`src/rtl/assert_macros.svh`:
```
// Assertion macros used by the top-level RTL file of the HDLC encoder.
`ifndef ASSERT_MACROS_SVH
`define ASSERT_MACROS_SVH
`ifndef ASSERT_OFF
// Check a property on every rising clock edge outside reset.
`define ASSERT_ALWAYS(label, clk_s, rst_n_s, prop) \
  label: assert property (@(posedge clk_s) disable iff (!rst_n_s) (prop)) \
    else $error("assertion failed");
// Check that an antecedent implies a consequent in the same cycle.
`define ASSERT_IMPLY(label, clk_s, rst_n_s, ante, cons) \
  label: assert property (@(posedge clk_s) disable iff (!rst_n_s) (ante) |-> (cons)) \
    else $error("assertion failed");
`else
`define ASSERT_ALWAYS(label, clk_s, rst_n_s, prop)
`define ASSERT_IMPLY(label, clk_s, rst_n_s, ante, cons)
`endif
`endif

```
`src/rtl/hnbe_pkg.sv`:
```
// Shared types and constants of the HDLC NRZI bit encoder.
package hnbe_pkg;

  // Action codes of an input beat
  localparam logic [1:0] ACT_DATA    = 2'd0;
  localparam logic [1:0] ACT_CRC_RST = 2'd1;
  localparam logic [1:0] ACT_CRC_APP = 2'd2;

  localparam logic [15:0] CRC_POLY    = 16'h8408;
  localparam logic [15:0] CRC_INIT    = 16'hFFFF;
  localparam logic [3:0]  ONES_MAX    = 4'd15;
  localparam logic [3:0]  STUFF_AFTER = 4'd5;
  localparam logic [4:0]  BYTE_BITS   = 5'd8;
  localparam logic [4:0]  CRC_BITS    = 5'd16;

  // Commands from controller to datapath
  typedef struct packed {
    logic load_data;
    logic load_crc;
    logic crc_init;
    logic send_bit;
    logic send_stuff;
  } hnbe_cmd_t;

  // Status from datapath to controller
  typedef struct packed {
    logic slot_free;
    logic stuff_pend;
    logic cnt_one;
    logic cnt_zero;
  } hnbe_sts_t;

endpackage

```
`src/rtl/hdlc_nrzi_bit_encoder_with_crc_unit.sv`:
```
// Top level of the HDLC NRZI bit encoder with CRC-16.
// Each input beat is one byte action: send a data byte LSB first (optional
// bit stuffing after five ones), reset the CRC to all ones, or append the
// inverted CRC low byte then high byte with stuffing always on; action 3 is
// dropped. Each line bit leaves as one result beat carrying the NRZI tone
// level, a stuffing flag and a last-bit flag. The controller walks one line
// bit per cycle through the datapath shifter while the single output register
// is free, so a stalled result consumer holds it back. A data byte becomes 8
// to 10 line bits, a CRC append 16 to 20, stuffing included, a CRC reset none;
// a new beat is taken only after the last line bit of the one before is sent.
module hdlc_nrzi_bit_encoder_with_crc_unit
  import hnbe_pkg::*;
(
  input  logic       clk,
  input  logic       rst_n,
  input  logic       in_valid,
  output logic       in_ready,
  input  logic [1:0] in_action,
  input  logic [7:0] in_data_byte,
  input  logic       in_stuff_enable,
  output logic       out_valid,
  input  logic       out_ready,
  output logic       out_tone_level,
  output logic       out_stuffed_bit,
  output logic       out_last_bit
);

`include "assert_macros.svh"

  hnbe_cmd_t cmd;
  hnbe_sts_t sts;

  hnbe_ctrl u_ctrl (
    .clk       (clk),
    .rst_n     (rst_n),
    .in_valid  (in_valid),
    .in_ready  (in_ready),
    .in_action (in_action),
    .sts       (sts),
    .cmd       (cmd)
  );

  hnbe_dp u_dp (
    .clk             (clk),
    .rst_n           (rst_n),
    .in_data_byte    (in_data_byte),
    .in_stuff_enable (in_stuff_enable),
    .cmd             (cmd),
    .sts             (sts),
    .out_valid       (out_valid),
    .out_ready       (out_ready),
    .out_tone_level  (out_tone_level),
    .out_stuffed_bit (out_stuffed_bit),
    .out_last_bit    (out_last_bit)
  );

  // Controller issues at most one command per cycle
  `ASSERT_ALWAYS(a_cmd_onehot, clk, rst_n, $onehot0(cmd))
  // A line bit is only written when the output register can take it
  `ASSERT_IMPLY(a_emit_slot, clk, rst_n, cmd.send_bit || cmd.send_stuff, sts.slot_free)
  // No line bit is produced while a new beat may be accepted
  `ASSERT_IMPLY(a_idle_quiet, clk, rst_n, in_ready, !(cmd.send_bit || cmd.send_stuff))

endmodule

```
`src/rtl/hnbe_ctrl.sv`:
```
// Controller state machine: sequences data or CRC bits and stuffing bits of one beat.
module hnbe_ctrl
  import hnbe_pkg::*;
(
  input  logic       clk,
  input  logic       rst_n,
  input  logic       in_valid,
  output logic       in_ready,
  input  logic [1:0] in_action,
  input  hnbe_sts_t  sts,
  output hnbe_cmd_t  cmd
);

  localparam logic [1:0] ST_IDLE  = 2'd0;
  localparam logic [1:0] ST_SEND  = 2'd1;
  localparam logic [1:0] ST_STUFF = 2'd2;

  logic [1:0] state_r;
  logic [1:0] state_nxt;
  logic       accept;

  assign in_ready = (state_r == ST_IDLE);
  assign accept   = in_valid && in_ready;

  // Decode the state and the incoming action into commands
  always_comb begin
    state_nxt = state_r;
    cmd       = '0;
    unique case (state_r)
      ST_IDLE: begin
        if (accept) begin
          unique case (in_action)
            ACT_DATA: begin
              cmd.load_data = 1'b1;
              state_nxt     = ST_SEND;
            end
            ACT_CRC_RST: cmd.crc_init = 1'b1;
            ACT_CRC_APP: begin
              cmd.load_crc = 1'b1;
              state_nxt    = ST_SEND;
            end
            default: ;
          endcase
        end
      end
      ST_SEND: begin
        if (sts.slot_free) begin
          cmd.send_bit = 1'b1;
          if (sts.stuff_pend) begin
            state_nxt = ST_STUFF;
          end else if (sts.cnt_one) begin
            state_nxt = ST_IDLE;
          end
        end
      end
      ST_STUFF: begin
        if (sts.slot_free) begin
          cmd.send_stuff = 1'b1;
          state_nxt      = sts.cnt_zero ? ST_IDLE : ST_SEND;
        end
      end
      default: state_nxt = ST_IDLE;
    endcase
  end

  // Advance the state
  always_ff @(posedge clk) begin
    if (!rst_n) begin
      state_r <= ST_IDLE;
    end else begin
      state_r <= state_nxt;
    end
  end

endmodule

```
`src/rtl/hnbe_dp.sv`:
```
// Datapath: bit shifter, CRC-16, NRZI tone, ones-run counter and output register.
module hnbe_dp
  import hnbe_pkg::*;
(
  input  logic       clk,
  input  logic       rst_n,
  input  logic [7:0] in_data_byte,
  input  logic       in_stuff_enable,
  input  hnbe_cmd_t  cmd,
  output hnbe_sts_t  sts,
  output logic       out_valid,
  input  logic       out_ready,
  output logic       out_tone_level,
  output logic       out_stuffed_bit,
  output logic       out_last_bit
);

  logic [15:0] shift_r;
  logic [4:0]  cnt_r;
  logic        stuff_r;
  logic [15:0] crc_r;
  logic [3:0]  ones_r;
  logic        tone_r;
  logic        out_valid_r;
  logic        out_tone_r;
  logic        out_stuffed_r;
  logic        out_last_r;

  logic        cur_bit;
  logic [3:0]  ones_inc;
  logic [15:0] crc_step;

  assign cur_bit  = shift_r[0];
  assign ones_inc = (ones_r == ONES_MAX) ? ONES_MAX : ones_r + 4'd1;
  assign crc_step = (crc_r >> 1) ^ (((crc_r[0] ^ cur_bit) == 1'b1) ? CRC_POLY : 16'h0000);

  assign sts.slot_free  = !out_valid_r || out_ready;
  assign sts.stuff_pend = cur_bit && stuff_r && (ones_inc == STUFF_AFTER);
  assign sts.cnt_one    = (cnt_r == 5'd1);
  assign sts.cnt_zero   = (cnt_r == 5'd0);

  // Load the shifter, then shift one data bit per send
  always_ff @(posedge clk) begin
    if (cmd.load_data) begin
      shift_r <= {8'h00, in_data_byte};
      cnt_r   <= BYTE_BITS;
      stuff_r <= in_stuff_enable;
    end else if (cmd.load_crc) begin
      shift_r <= ~crc_r;
      cnt_r   <= CRC_BITS;
      stuff_r <= 1'b1;
    end else if (cmd.send_bit) begin
      shift_r <= shift_r >> 1;
      cnt_r   <= cnt_r - 5'd1;
    end
  end

  // Reset or update the CRC on each shifter bit, tone and ones run on each line bit
  always_ff @(posedge clk) begin
    if (!rst_n) begin
      crc_r  <= CRC_INIT;
      ones_r <= 4'd0;
      tone_r <= 1'b0;
    end else begin
      if (cmd.crc_init) begin
        crc_r <= CRC_INIT;
      end else if (cmd.send_bit) begin
        crc_r <= crc_step;
      end
      if (cmd.send_bit) begin
        if (cur_bit) begin
          ones_r <= ones_inc;
        end else begin
          ones_r <= 4'd0;
          tone_r <= ~tone_r;
        end
      end else if (cmd.send_stuff) begin
        ones_r <= 4'd0;
        tone_r <= ~tone_r;
      end
    end
  end

  // Hold the result beat until taken
  always_ff @(posedge clk) begin
    if (!rst_n) begin
      out_valid_r <= 1'b0;
    end else if (cmd.send_bit || cmd.send_stuff) begin
      out_valid_r <= 1'b1;
    end else if (out_ready) begin
      out_valid_r <= 1'b0;
    end
  end

  always_ff @(posedge clk) begin
    if (cmd.send_bit) begin
      out_tone_r    <= cur_bit ? tone_r : ~tone_r;
      out_stuffed_r <= 1'b0;
      out_last_r    <= sts.cnt_one && !sts.stuff_pend;
    end else if (cmd.send_stuff) begin
      out_tone_r    <= ~tone_r;
      out_stuffed_r <= 1'b1;
      out_last_r    <= sts.cnt_zero;
    end
  end

  assign out_valid       = out_valid_r;
  assign out_tone_level  = out_tone_r;
  assign out_stuffed_bit = out_stuffed_r;
  assign out_last_bit    = out_last_r;

endmodule

```
`config.mk`:
```
export PLATFORM = sky130hd
export DESIGN_NAME = hdlc_nrzi_bit_encoder_with_crc_unit
export DESIGN_NICKNAME = d
export VERILOG_FILES = /design/src/rtl/hnbe_pkg.sv /design/src/rtl/hdlc_nrzi_bit_encoder_with_crc_unit.sv /design/src/rtl/hnbe_ctrl.sv /design/src/rtl/hnbe_dp.sv
export VERILOG_INCLUDE_DIRS = /design/src /design/src/rtl
export SDC_FILE = /design/constraint.sdc
export NUM_CORES = 1
export LEC_CHECK = 0
export ABC_CLOCK_PERIOD_IN_PS = 1600
export BUFFER_PORTS_ARGS = -buffer_cell sky130_fd_sc_hd__buf_2
export CAP_MARGIN = 30
export CORE_UTILIZATION = 25
export DETAILED_ROUTE_END_ITERATION = 12
export GPL_ROUTABILITY_DRIVEN = 0
export PLACE_DENSITY = 0.43
export SETUP_SLACK_MARGIN = 0.15
export SYNTH_ARGS = -nofsm -noshare
export SYNTH_HDL_FRONTEND = slang
export SYNTH_HIERARCHICAL = 1
export SYNTH_SLANG_ARGS = --single-unit
```
`constraint.sdc`:
```
create_clock -name clk -period 1.6 [get_ports clk]
set_input_delay 0.08 -clock clk [delete_from_list [all_inputs] [get_ports clk]]
set_output_delay 0.08 -clock clk [all_outputs]
set_load 0.05 [all_outputs]
```
; ---- Yosys cells after proc, flatten, opt, wreduce, memory -nomap -nowiden
; Index checks and enable logic that the tools add are counted.
; W data, S select, Z words.
[classes]
muxes = 35
n_eq_ne = 12
div = 0
add_sub_neg = 2
n_lt_le_gt_ge = 0
n_mul = 0
n_reduce_logical = 20
n_bitwise = 5
shifts = 0
[op_table]
columns = op, count
row1 = $mux W16, 3
row2 = $mux W1, 16
row3 = $mux W4, 4
row4 = $not A16 Y16, 1
row5 = $xor A15 B16 Y16, 1
row6 = $mux W2, 6
row7 = $mux W5, 2
row8 = $mux W8, 1
row9 = $ne A2 B2 Y1 const B, 4
row10 = $reduce_bool A2 Y1, 4
row11 = $mux W3, 2
row12 = $pmux W2 S3, 1
row13 = $reduce_or A2 Y1, 3
row14 = $eq A5 B1 Y1 const B, 1
row15 = $logic_not A5 Y1, 1
row16 = $reduce_and A5 Y1, 1
row17 = $sub A5 B1 Y5 const B, 1
row18 = $add A4 B1 Y4 const B, 1
row19 = $eq A2 B1 Y1 const B, 2
row20 = $eq A2 B2 Y1 const B, 2
row21 = $eq A4 B3 Y1 const B, 1
row22 = $eq A4 B4 Y1 const B, 1
row23 = $logic_and A1 B1 Y1, 4
row24 = $logic_not A2 Y1, 2
row25 = other kinds (6), 9
[totals]
in_bits = 15
rom_bits = 0
latch_bits = 0
ff_bits = 49
elab_cells = 87
memories = 0
ram_bits = 0

; ---- Depth between registers and ports, before layout
; Gate-level depths: netlist of the first run.
[logic_depth]
word_depth = 7
depth_mapped = 7
ltp_nobuf = 7

; ---- Modules after synthesis
; The synthesis of the first run kept the hierarchy.
[modules_own_cells]
columns = mod, area_each_um2, cells_per_inst, instances
row1 = hnbe_dp, 2104.5, 215, 1
row2 = hnbe_ctrl, 148.9, 17, 1

; ---- Worst setup path before layout of the first run
; OpenSTA, ideal clock, no wires.
[synth_path]
path_kind = flip-flop to flip-flop
start = reg u_dp.out_valid_r (netlist: u_dp/out_valid)
end = reg u_dp.shift_r[0] (enable)
stages_incl_launch_ff = 6
synth_period_minus_slack_ns = 2.096
path_buffers = 2
slack_ns = -0.496
t_arrival_ns = 1.802
cell_sequence = dfxtp_1 -> nand2b_1 -> and3b_2 -> buf_6 -> buf_4 -> or3_1
[synth_rtl]
columns = element, line_no
row1 = "start, declared", hnbe_dp.sv:24  ; logic out_valid_r;
row2 = "start signal, assigned", hnbe_dp.sv:87  ; out_valid_r <= 1'b0;
row3 = "start signal, assigned", hnbe_dp.sv:89  ; out_valid_r <= 1'b1;
row4 = "start signal, assigned", hnbe_dp.sv:91  ; out_valid_r <= 1'b0;
row5 = "end signal, assigned", hnbe_dp.sv:45  ; shift_r <= {8'h00, in_data_byte};
row6 = "end signal, assigned", hnbe_dp.sv:49  ; shift_r <= ~crc_r;
row7 = "end signal, assigned", hnbe_dp.sv:53  ; shift_r <= shift_r >> 1;
row8 = "end, declared", hnbe_dp.sv:18  ; logic [15:0] shift_r;

==> impl.org, run 1 <==
** Routing
- Number of nets with antenna violations after routing :: 0
- After detailed routing, the average wire length per cell comes to about 14 um.
- The detailed router finished its first iteration with 27 violations.
- For this block, the routed nets add up to 5860 um of wire.
- After detailed routing, the number of remaining DRC violations is 0.
- Number of iterations in the first detailed-routing pass :: 4
- Via count :: roughly 1900
- Via density per instance :: ~4.6

** Logic synthesis
- sky130_fd_sc_hd__dfxtp_1 takes more of the synthesized area than any other cell.
- After synthesis the netlist holds a flip-flop and latch count of about 50.
- The average instance in the mapped netlist occupies 9.71 um2.
- Yosys top cell area share :: 0.338
- Number of standard cells after synthesis :: between 200 and 250
- Unique masters post-synth :: 43
- For this run, the leading register cell type out of synthesis is sky130_fd_sc_hd__dfxtp_1.
- Syn Nets :: between 200 and 300
- The most common cell in the synthesized netlist is sky130_fd_sc_hd__dfxtp_1.
- After synthesis, the cell types taking the most area are sky130_fd_sc_hd__dfxtp_1 (34%), sky130_fd_sc_hd__edfxtp_1 (15%), sky130_fd_sc_hd__mux2i_1 (6.2%).
- Synth Warn # :: 6
- Sorting the synthesized cells by how often they occur yields sky130_fd_sc_hd__dfxtp_1 (38), sky130_fd_sc_hd__nand2_1 (25), sky130_fd_sc_hd__a211oi_1 (16).
- In this run the cell area of the synthesized design comes to between 2000 and 2500 um2.
- After synthesis, the share of flip-flops with an asynchronous set or reset is 0.
- Fraction of the yosys area taken by sequential cells :: 0.484
- Yosys mapped a number of flops with a built-in enable equal to 11.

** Layout
- In the final layout, the share of cells above drive strength 1 is 0.489.
- Total Nets Final :: between 300 and 400
- Share of the core filled with cells in the final layout :: 0.409
- Number of antenna cells inserted :: 0
- Synthesis-to-layout area growth :: 58.3%
- Fill count :: about 860

** Global route
- Maximum number of pins on one net before global-route repair :: 19
- In the global route stage, overall resource usage came out at 0.119.
- The number of global-route vias before repair was around 1800.
- Initial antenna violation count :: 0
- Total overflow reported by the global router :: 0
- Global-route wire length before repair :: 8950 um

** STA
- Maximum clock frequency :: 0.596 GHz
- Setup violations remaining at the end of the flow were counted as 11.
- For the pin with the worst max-slew slack, the measured transition is approximately 0.36 ns.
- Tcrit/Tclk final :: 1.05
- Setup slack of the critical path after layout :: -0.0784 ns
- Number of pins exceeding their max-slew limit in the final report :: 0
- Clk_skew :: 0.00512 ns
- Setup repair after global routing could not meet its margin everywhere.
- Number of hold violations in the final report :: 0
- Headroom to the max-slew limit :: 0.760
- Subtracting the final worst setup slack from the clock period gives roughly 1.7 ns.

** Worst setup path
- STA classifies the critical path startpoint as a flip-flop.
- At the worst endpoint, the arrival time is ~1.9 ns.
- Launch point of the critical path :: u_dp/ones_r[1]
- Critical path's slowest cell :: sky130_fd_sc_hd__dfxtp_2
- The critical path is of the flip-flop to flip-flop type.
- On the worst path, the slowest cell contributes a delay of 0.34 ns.
- Worst reg-to-reg path cell count :: 6
- Register-to-register setup slack :: -0.08 ns
- Element type at the critical path end :: flip-flop
- The worst register-to-register path ends at u_ctrl/state_r[0].
- In this run the critical register-to-register path is launched from u_dp/ones_r[1].
- Cell chain of the critical path :: ha_4 -> nor4bb_4 -> and3_4 -> o21ai_1 -> and3b_2 -> o31a_1
- For the worst setup path, the data required time is 1.80 ns.
- CP Max Fanout :: 2

** Place
- OpenSTA, run right after detailed placement, puts the worst setup slack at -0.0868 ns.
- Hpwl dp :: approximately 3700 um
- Number of port buffers :: 19

** Worst hold path
- Along the worst hold path, the cell count comes to 3.
- Worst min-delay path class :: primary input to flip-flop
- The worst hold path terminates at u_dp/shift_r[1].
- Hold wc startpoint :: in_data_byte[1]

** Clock network
- Clock-pin slew was measured on the worst setup and hold paths at 0.09 ns.
- Buffers inserted during clock tree synthesis total 5.
- The H-tree was split into 2 levels.
- Buffer type at the clock tree root :: sky130_fd_sc_hd__clkbuf_8
- Buffer depth of the longest clock path :: 2
- The clock reaches the later pin of the worst-skew pair after ~0.3 ns.
- For this design, the CTS-stage hold fixing added 0 buffers.
- For this design, the sink count on the clock tree is slightly below 50.
- TritonCTS built the clock tree.

** Die
- The die is just under 100 um wide.
- Total die area :: 9400 um2
- I/O Pins :: 20
- The initial utilization of the core area, before any placement, comes to 0.258.
- In this run the vertical extent of the chip is around 97 um.
- Placeable Area :: a little under 9000 um2
- Row generation in the floorplan step produced 34 rows.

** Run status
- The flow ran to the end, but the final reports show violations.
- Violated checks :: negative setup slack

** Power
- IR drop worst, VDD :: around 0.43 mV
- Summed over all cells, the static leakage comes to about 1.5 nW.
- In this run the power density over the cells is 975 nW/um2.

** Run
- Max-capacitance violation count :: 0
==> power by group <==
group / internal, W / total [W] / switching, W / leakage, nW
registers: 0.00144 / 0.00159 / 0.000151 / 0.418
clock network: 0.000402 / 0.000828 / 0.000425 / 0.0534
logic: 0.000572 / 0.00106 / 0.000487 / 0.986
==> per-layer routing <==
metal  vias up  GRT usage  wire length, um
met5         -          0                0
met4         0     0.0344               42
met3         7     0.0238              126
met2        26      0.198             2940
met1       915      0.155             2750
li1        972          -                -
==> critical path: cells and delay by family (launching register included) <==
kind / cells / cell delay [ns]
compound gates: 2 / 0.27
flops: 1 / 0.34
fa+ha+maj: 1 / 0.24
simple gates: 3 / 0.72
==> per-stage QoR <==
step	setup TNS, ns	power, W	instances	hold slack [ns]	cell area [um2]
floorplan	-0.375	0.00208	232	0.197	2350
global placement	-3.14	0.00231	378	0.369	2770
detailed placement	-1.42	0.00232	379	0.368	2780
CTS	-0.0648	0.00326	397	0.0518	3150
global route	-1.59	0.00367	413	0.0626	3570
finish	-0.469	0.00348	413	0.0500	3570
==> state kept, by name, summed over array words and instances (netlist names) <==
register / flops
u_ctrl/state_r: 2
u_dp/cnt_r: 5
u_dp/crc_r: 16
u_dp/ones_r: 4
u_dp/out_last_bit: 1
u_dp/out_stuffed_bit: 1
u_dp/out_tone_level: 1
u_dp/out_valid: 1
u_dp/shift_r: 16
u_dp/stuff_r: 1
u_dp/tone_r: 1
==> cells by family (layout without fill, tap and decap cells) <==
family                   Yosys count  count (layout)  share of synthesized area
adder cells (fa/ha/maj)            3               3                     0.0167
flip-flops                        49              49                      0.484
buffers and inverters             23              96                     0.0505
XOR/XNOR                           8               8                     0.0311
AO/OA/AOI/OAI                     56              56                      0.163
AND/OR/NAND/NOR                   79              79                      0.193
multiplexers                      14              14                     0.0622
==> layout by cell type, fill, tap and decap left out, drive strengths merged, types with 7 or more instances in the layout <==
master	count
edfxtp	11
nand2	26
o21ai	14
inv	12
nor2	12
a211oi	16
mux2i	14
dfxtp	38
buf	73
clkbuf	10
a21oi	8
nor2b	8
o211ai	7
==> area by class of cell <==
class / instances / area [um2] / area share
multi-input combinational: 160 / 1380 / 0.387
sequential: 49 / 1110 / 0.310
timing repair buffer: 76 / 793 / 0.222
tap: 108 / 135 / 0.0379
clock buffer: 7 / 97.6 / 0.0274
inverter: 12 / 50.0 / 0.0140
clock inverter: 1 / 5.00 / 0.00140
==> what timing repair did <==
action | 4_1_cts | 5_1_grt
gates cloned | 1 | 4
setup endpoints to repair | 41 | 52
endpoints found under the hold margin | 0 | 0
pin swaps | 10 | 29
buffers inserted | 9 | 12
resized for setup | 44 | 58
==> worst max path at each step <==
stage / endpoint / slack [ns] / cells past startpoint
floorplan: u_dp/shift_r[0] / -0.05 / 5
global route: u_ctrl/state_r[0] / -0.15 / 7
global placement: u_dp/shift_r[7] / -0.13 / 5
CTS: u_ctrl/state_r[0] / -0.06 / 6
finish: u_ctrl/state_r[0] / -0.08 / 6
detailed placement: u_ctrl/state_r[0] / -0.09 / 6
No activity file was read; power rests on OpenSTA's default activity.
==> inputs of run 2 (changes only) <==
--- a/config.mk
+++ b/config.mk
@@ -13,6 +13,7 @@
 export DETAILED_ROUTE_END_ITERATION = 12
 export GPL_ROUTABILITY_DRIVEN = 0
 export PLACE_DENSITY = 0.43
+export RECOVER_POWER = 100
 export SETUP_SLACK_MARGIN = 0.15
 export SYNTH_ARGS = -nofsm -noshare
 export SYNTH_HDL_FRONTEND = slang
==> impl.org, run 2 (synthesis results as in run 1) <==
** Clock network
- TritonCTS built the clock tree.
- CTS saw between 40 and 50 sinks.
- The clock tree synthesis step divided the H-tree into 2 levels.
- Counting the buffers created by CTS gives 5.
- Buffer depth of the longest clock path :: 2
- Worst-skew pair later-pin latency :: about 0.30 ns
- Buffer type at the clock tree root :: sky130_fd_sc_hd__clkbuf_8
- Clock edge transition at the registers on the reported setup and hold paths :: roughly 0.09 ns

** Routing
- Number of DRC markers in iteration 0 :: 27
- Final Routed Wirelength :: around 5900 um
- Average wire per cell in the routed design :: 14.2 um
- Number of nets with antenna violations after routing :: 0
- Via count :: 1918
- Final routed DRC violation total :: 0
- The first detailed-routing pass took 4 iterations.
- Dividing the detail-routed via count by the number of cells gives 4.64.

** Power
- Switching fraction of total power :: 0.306
- IR analysis of the VDD net gives a maximum drop of between 0.4 and 0.5 mV.
- Power density of the placed cells :: just under 1000 nW/um2
- Part of the power in the clock network :: 0.238
- Internal portion of total power :: about 0.0024 W
- Sequential share of power :: 0.458
- Power share of the combinational group :: 0.304
- Net switching power of the design :: 0.00106 W
- LEAKAGE :: 1.44 nW

** Die
- The core region is roughly 8700 um2.
- The floorplan has 34 rows.
- The die is around 97 um wide.
- Total die area :: around 9400 um2
- During I/O placement, the number of pins put on the boundary was 20.
- Initial cell density of the core :: 0.258
- The die is a little under 100 um tall.

** Layout
- The library cell used most frequently in the layout, excluding fill and tap cells, is sky130_fd_sc_hd__dfxtp_1.
- Synthesis-to-layout area growth :: 57.8%
- Share of the core filled with cells in the final layout :: 0.408
- Fill cells in the final layout number 860.
- Most used cells in the layout excluding fill and tap cells :: sky130_fd_sc_hd__dfxtp_1 (33), sky130_fd_sc_hd__buf_4 (24), sky130_fd_sc_hd__nand2_1 (18)
- For this run, the post-layout net count is ~320.
- The finished cells cover roughly 3600 um2.
- In the final layout, the share of cells above drive strength 1 is 0.472.
- The repair_antennas step left the layout with diodes totalling 0.
- Count of non-filler cells in the finished layout :: roughly 410
- In the final layout, the registers with the most flip-flops are u_dp/crc_r (16), u_dp/shift_r (16), u_dp/cnt_r (5).

** Place
- Post-place instance area :: approximately 2800 um2
- Instance count after placement with tap cells included :: about 380
- During placement, the flow inserted port buffers numbering 19.
- Post-Place Setup Slack :: -0.0868 ns
- Hpwl dp :: ~3700 um

** Worst setup path
- Tracing the worst setup path back leads to its startpoint at u_dp/ones_r[1].
- STA puts the critical path data arrival time at between 1.5 and 2 ns.
- Instance count on the critical path :: 6
- The number of cells on the worst reg-to-reg path is 6.
- Critical path endpoint :: u_ctrl/state_r[0]
- Startpoint of the worst register-to-register path :: u_dp/ones_r[1]
- Critical path's slowest cell :: sky130_fd_sc_hd__dfxtp_2
- For the worst setup path, the data required time is roughly 1.8 ns.
- Cell family with the largest share of critical-path delay :: simple AND/OR/NAND/NOR gates
- Count of buffer and inverter cells on the critical path :: 0
- Element type at the critical path end :: flip-flop
- Cell chain of the critical path :: ha_4 -> nor4bb_4 -> and3_4 -> o21ai_1 -> and3b_2 -> o31a_1
- Max incr delay on CP :: around 0.34 ns
- Register-to-register setup slack :: -0.08 ns
- The worst register-to-register path ends at u_ctrl/state_r[0].
- By startpoint and endpoint, the worst setup path is classified as flip-flop to flip-flop.
- Along the worst path, the maximum fanout reaches 2.
- The worst setup path is launched from a flip-flop.

** Global route
- Vias in the first global route :: 1816
- The first global-routing pass estimated 8950 um of wire.
- After global routing the overflow that remains totals 0.
- Initial antenna violation count :: 0
- GRT Overall Usage :: 0.119
- Maximum number of pins on one net before global-route repair :: 19

** STA
- After layout, the minimum clock period comes to approximately 1.7 ns.
- Based on the critical path, the design can be clocked at up to a little under 0.6 GHz.
- Number of hold violations in the final report :: 0
- Clk_skew :: roughly 0.0048 ns
- Once routing completed, OpenROAD measured the worst setup slack at -0.0785 ns.
- RSZ-0062 raised after global routing :: yes
- Transition time at the pin with the least slew margin :: a little over 0.6 ns
- Setup violations remaining at the end of the flow were counted as 12.
- Tcrit/Tclk final :: 1.05
- Hold Worst Slack :: between 0.05 and 0.06 ns
- Measured against its own limit, the worst slew margin works out to 0.596.
- The final count of pins violating max slew is 0.

** Worst hold path
- In this run the worst hold path is classified as primary input to flip-flop.

** Run status
- Status :: complete, but fails checks
- The checks that failed: negative setup slack.

** Run
- The tool flagged a number of max-cap violations equal to 0.
## run 2: layout make-up
cell class                      count  area (um2)  area share
Clock buffer                        7        97.6      0.0274
Clock inverter                      1        5.00     0.00141
Inverter                           12        50.0      0.0141
Multi-Input combinational cell    160        1370       0.386
Sequential cell                    49        1110       0.311
Tap cell                          108         135      0.0380
Timing Repair Buffer               76         787       0.221
## run 2: per-layer routing
metal  GRT usage  vias up  part of all wire
li1            -      971                 -
met4      0.0344        0            0.0072
met1       0.155      914              0.47
met5           0        -                 0
met2       0.198       26              0.50
met3      0.0238        7             0.022
## run 2: tightest hold or removal path: cells and delay by family
| family | cells | cell delay (ns) |
|---|---|---|
| compound gates | 1 | 0.04 |
| buf+inv | 1 | 0.08 |
| simple gates | 1 | 0.05 |
## run 2: timing repair
item / 4_1_cts / 5_1_grt
hold buffers: 0 / 0
setup buffers: 9 / 12
endpoints found under the setup margin: 41 / 52
pin swaps: 10 / 29
resized for setup: 44 / 58
cloned: 1 / 4
## run 2: worst min path at each step
| stage | end | from | cells after the start | slack [ns] |
|---|---|---|---|---|
| floorplan | u_dp/ones_r[0] | rst_n | 1 | 0.20 |
| global placement | u_dp/shift_r[1] | in_data_byte[1] | 3 | 0.37 |
| detailed placement | u_dp/shift_r[4] | in_data_byte[4] | 3 | 0.37 |
| CTS | u_dp/shift_r[1] | in_data_byte[1] | 3 | 0.05 |
| global route | u_dp/shift_r[5] | in_data_byte[5] | 3 | 0.06 |
| finish | u_dp/shift_r[1] | in_data_byte[1] | 3 | 0.05 |
## run 2: per-stage QoR
step                      setup TNS, ns  total power [W]
final                            -0.462          0.00347
after global routing              -1.74          0.00366
after CTS                       -0.0648          0.00326
after detailed placement          -1.42          0.00232
after global placement            -3.14          0.00231
after floorplan                  -0.375          0.00208
## run 2: power by group through the flow
| stage | Sequential (W) | Clock [W] | Combinational, W |
|---|---|---|---|
| after floorplan | 0.00159 | 0 | 0.000496 |
| after global placement | 0.00158 | 0 | 0.000731 |
| after detailed placement | 0.00158 | 0 | 0.000740 |
| after CTS | 0.00156 | 0.000868 | 0.000831 |
| after global routing | 0.00161 | 0.000907 | 0.00114 |
| final | 0.00159 | 0.000827 | 0.00106 |
==> inputs of run 3 (changes only) <==
--- a/config.mk
+++ b/config.mk
@@ -17,5 +17,4 @@
 export SETUP_SLACK_MARGIN = 0.15
 export SYNTH_ARGS = -nofsm -noshare
 export SYNTH_HDL_FRONTEND = slang
-export SYNTH_HIERARCHICAL = 1
 export SYNTH_SLANG_ARGS = --single-unit
==> impl.org, run 3 <==
** Layout
- Counting the fill cells in the layout gives between 900 and 1000.
- Number of antenna cells inserted :: 0
- Most used cells in the layout excluding fill and tap cells :: sky130_fd_sc_hd__dfxtp_1 (33), sky130_fd_sc_hd__nand2_1 (28), sky130_fd_sc_hd__nor2_1 (21)
- In the final layout, the registers with the most flip-flops are u_dp.crc_r (16), u_dp.shift_r (16), u_dp.cnt_r (5).
- Most common cell after layout, fill and taps aside :: sky130_fd_sc_hd__dfxtp_1
- Fraction of layout instances using a drive strength above 1 :: 0.220
- Area occupied by multi-input gates :: approximately 1100 um2
- The finished layout holds 376 standard cells, fillers aside.
- Registers take about 1100 um2.
- Compared with the post-synthesis result, the final layout area differs by 21.6%.
- The final layout contains 286 nets.
- Measured on the finished design, the core utilization comes to 0.314.

** Clock network
- Worst-skew pair later-pin latency :: around 0.31 ns
- TritonCTS created 5 clock buffers.
- The clock passes through at most 2 buffers.
- Number of H-tree levels :: 2
- Clock tree from TritonCTS :: yes
- For this design, the sink count on the clock tree is 49.
- After clock tree synthesis, the clock-pin slew on the worst setup and hold paths is ~0.1 ns.
- Buffer type at the clock tree root :: sky130_fd_sc_hd__clkbuf_8

** Logic synthesis
- The most common cell in the synthesized netlist is sky130_fd_sc_hd__dfxtp_1.
- Yosys reg bits :: 49
- Cell types with the highest counts after synthesis :: sky130_fd_sc_hd__dfxtp_1 (38), sky130_fd_sc_hd__nand2_1 (29), sky130_fd_sc_hd__nor2_1 (23)
- Of all flip-flops after synthesis, the portion carrying an async set or reset was 0.
- Counting every net in the synthesized netlist gives around 260.
- Number of standard cells after synthesis :: ~240
- Summed over all instances, the cell type with the most area after synthesis is sky130_fd_sc_hd__dfxtp_1.
- Synth Warn # :: 0
- Synthesized cell area :: between 2000 and 2500 um2
- Of the post-synthesis cell area, the dominant cell type holds 0.336.
- The synthesized design contains 11 enable-type register cells.
- Counting distinct cell types in the post-synthesis netlist gives 45.
- Post-synth top flop :: sky130_fd_sc_hd__dfxtp_1
- For this run, the register share of the synthesized area comes to 0.482.
- After synthesis, the mean cell area works out to between 9 and 10 um2.
- Cell types occupying the most area after synthesis :: sky130_fd_sc_hd__dfxtp_1 (34%), sky130_fd_sc_hd__edfxtp_1 (15%), sky130_fd_sc_hd__mux2i_1 (4.9%)

** Run
- Max-capacitance violation count :: 0

** STA
- The final count of pins violating max slew was 0.
- Across the routed clock network, the largest skew measured is between 0.01 and 0.015 ns.
- For the pin with the worst max-slew slack, the measured transition is around 0.60 ns.
- Number of endpoints failing setup at the final stage :: 0
- Number of hold violations in the final report :: 0
- Setup repair after global routing could not meet its margin everywhere.
- Min Tclk post-route :: about 1.5 ns
- For the final routed database, the setup TNS stands at 0 ns.
- In the finished design, the share of the clock period the worst path needs comes to 0.922.
- Maximum clock frequency :: slightly below 0.7 GHz
- Headroom to the max-slew limit came out at 0.604.

** Worst setup path
- CP Max Fanout :: 15
- Arr. time, crit path :: 1.55 ns
- STA classifies the critical path endpoint as a flip-flop.
- At the worst endpoint, the required time is 1.68 ns.
- On the worst path, the slowest cell contributes a delay of around 0.43 ns.
- The critical path is of the flip-flop to flip-flop type.
- The kind of cell with the highest combined delay along the critical path is simple AND/OR/NAND/NOR gates.
- The critical path contains buffers and inverters numbering 2 combined.
- Setup crit start kind :: flip-flop
- For this design, the slowest cell found on the critical path is sky130_fd_sc_hd__nor4b_2.
- Cell chain of the critical path :: nor4b_2 -> buf_4 -> clkbuf_16 -> a21oi_1

** Place
- Detailed placement finished with a half-perimeter wire length of about 3100 um.
- Number of port buffers :: 19
- In this run, placement finished with an instance count of around 360.

** Routing
- Number of DRC markers in iteration 0 :: 33
- In the routed design, unresolved DRC markers number 0.
- The count of nets left with antenna violations once routing finished came out at 0.
- The routed layout has ~1700 vias.
- Final Routed Wirelength :: approximately 4800 um
- Dividing the detail-routed wire length by the instance count gives between 10 and 15 um.
- Via density per instance :: ~4.4
- The first detailed-routing pass took 4 iterations.

** Global route
- In the global route stage, overall resource usage came out at 0.106.
- Summed over all layers, the global routing overflow is 0.
- The first global-routing pass estimated around 8100 um of wire.
- Vias in the first global route :: ~1700
- Maximum number of pins on one net before global-route repair :: 32
- Initial antenna violation count :: 0

** Die
- Initial cell density of the core :: 0.258
- The die is between 90 and 100 um wide.
- Total die area :: ~9400 um2
- In this run the core area contains 34 standard-cell rows.
- I/O Pins :: 20
- Placeable Area :: between 8000 and 9000 um2
- From bottom edge to top edge, the die measures between 90 and 100 um.

** Power
- LEAKAGE :: roughly 1.2 nW
- IR drop worst, VDD :: 0.454 mV
- Power consumption :: roughly 0.0033 W
- For this design the ratio of total power to cell area is roughly 1200 nW/um2.

** Run status
- The flow ran to the end, and the final reports show no timing, DRC or antenna violations.

** Worst hold path
- Worst min-delay path class :: primary input to flip-flop
==> run 3: cell type report <==
class	instances	share of cell area
Sequential cell	49	0.401
Multi-Input combinational cell	162	0.390
Timing Repair Buffer	37	0.100
Tap cell	108	0.0491
Clock buffer	5	0.0250
Clock inverter	3	0.0173
Inverter	12	0.0173
==> run 3: tightest hold or removal path: cells and delay by family <==
kind / cells / cell delay, ns
buffers and inverters: 1 / 0.08
and+or+nand+nor: 2 / 0.08
==> run 3: per-layer routing <==
metal  part of all wire  track usage  wire (um)
met1               0.50        0.139       2390
met2               0.45        0.170       2170
met3              0.038       0.0259        183
met4             0.0052       0.0344         25
met5                  0            0          0
==> run 3: final timing paths <==
path                      from  cells past startpoint  slack, ns                to
max          u_ctrl.state_r[1]                      4       0.12   u_dp.shift_r[1]
min            in_stuff_enable                      3       0.04      u_dp.stuff_r
max reg2reg  u_ctrl.state_r[1]                      4       0.12   u_dp.shift_r[1]
min reg2reg   u_dp.shift_r[15]                      2       0.47  u_dp.shift_r[15]
==> run 3: report_power, final <==
part | internal, W | switching (W) | leakage, nW
sequential | 0.00147 | 0.000136 | 0.416
combinational | 0.000374 | 0.000428 | 0.677
clock | 0.000478 | 0.000454 | 0.0591
total | 0.00232 | 0.00102 | 1.15
==> run 3: cell families after synthesis <==
logic type / synth area share
and+or+nand+nor: 0.207
DFF: 0.482
xor gates and xnor gates: 0.0425
buffers and inverters: 0.0624
AOI/OAI and AO/OA: 0.135
muxes: 0.0486
adders and majority gates: 0.0221
==> run 3: repair_timing <==
action / 4_1_cts / 5_1_grt
buffers inserted: 1 / 7
gates cloned: 0 / 1
gates resized for setup: 7 / 12
hold buffers: 0 / 0
setup endpoints to repair: 5 / 22
pin swaps: 1 / 5
==> run 3: metrics by stage <==
step           hold WS [ns]  worst slack (ns)  instance area, um2
2_1_floorplan         0.249             0.168                2300
4_1_cts              0.0312             0.123                2650
3_5_place_dp          0.353             0.102                2510
5_1_grt              0.0387            0.0355                2750
6_report             0.0376             0.124                2750
3_3_place_gp          0.351            0.0920                2510
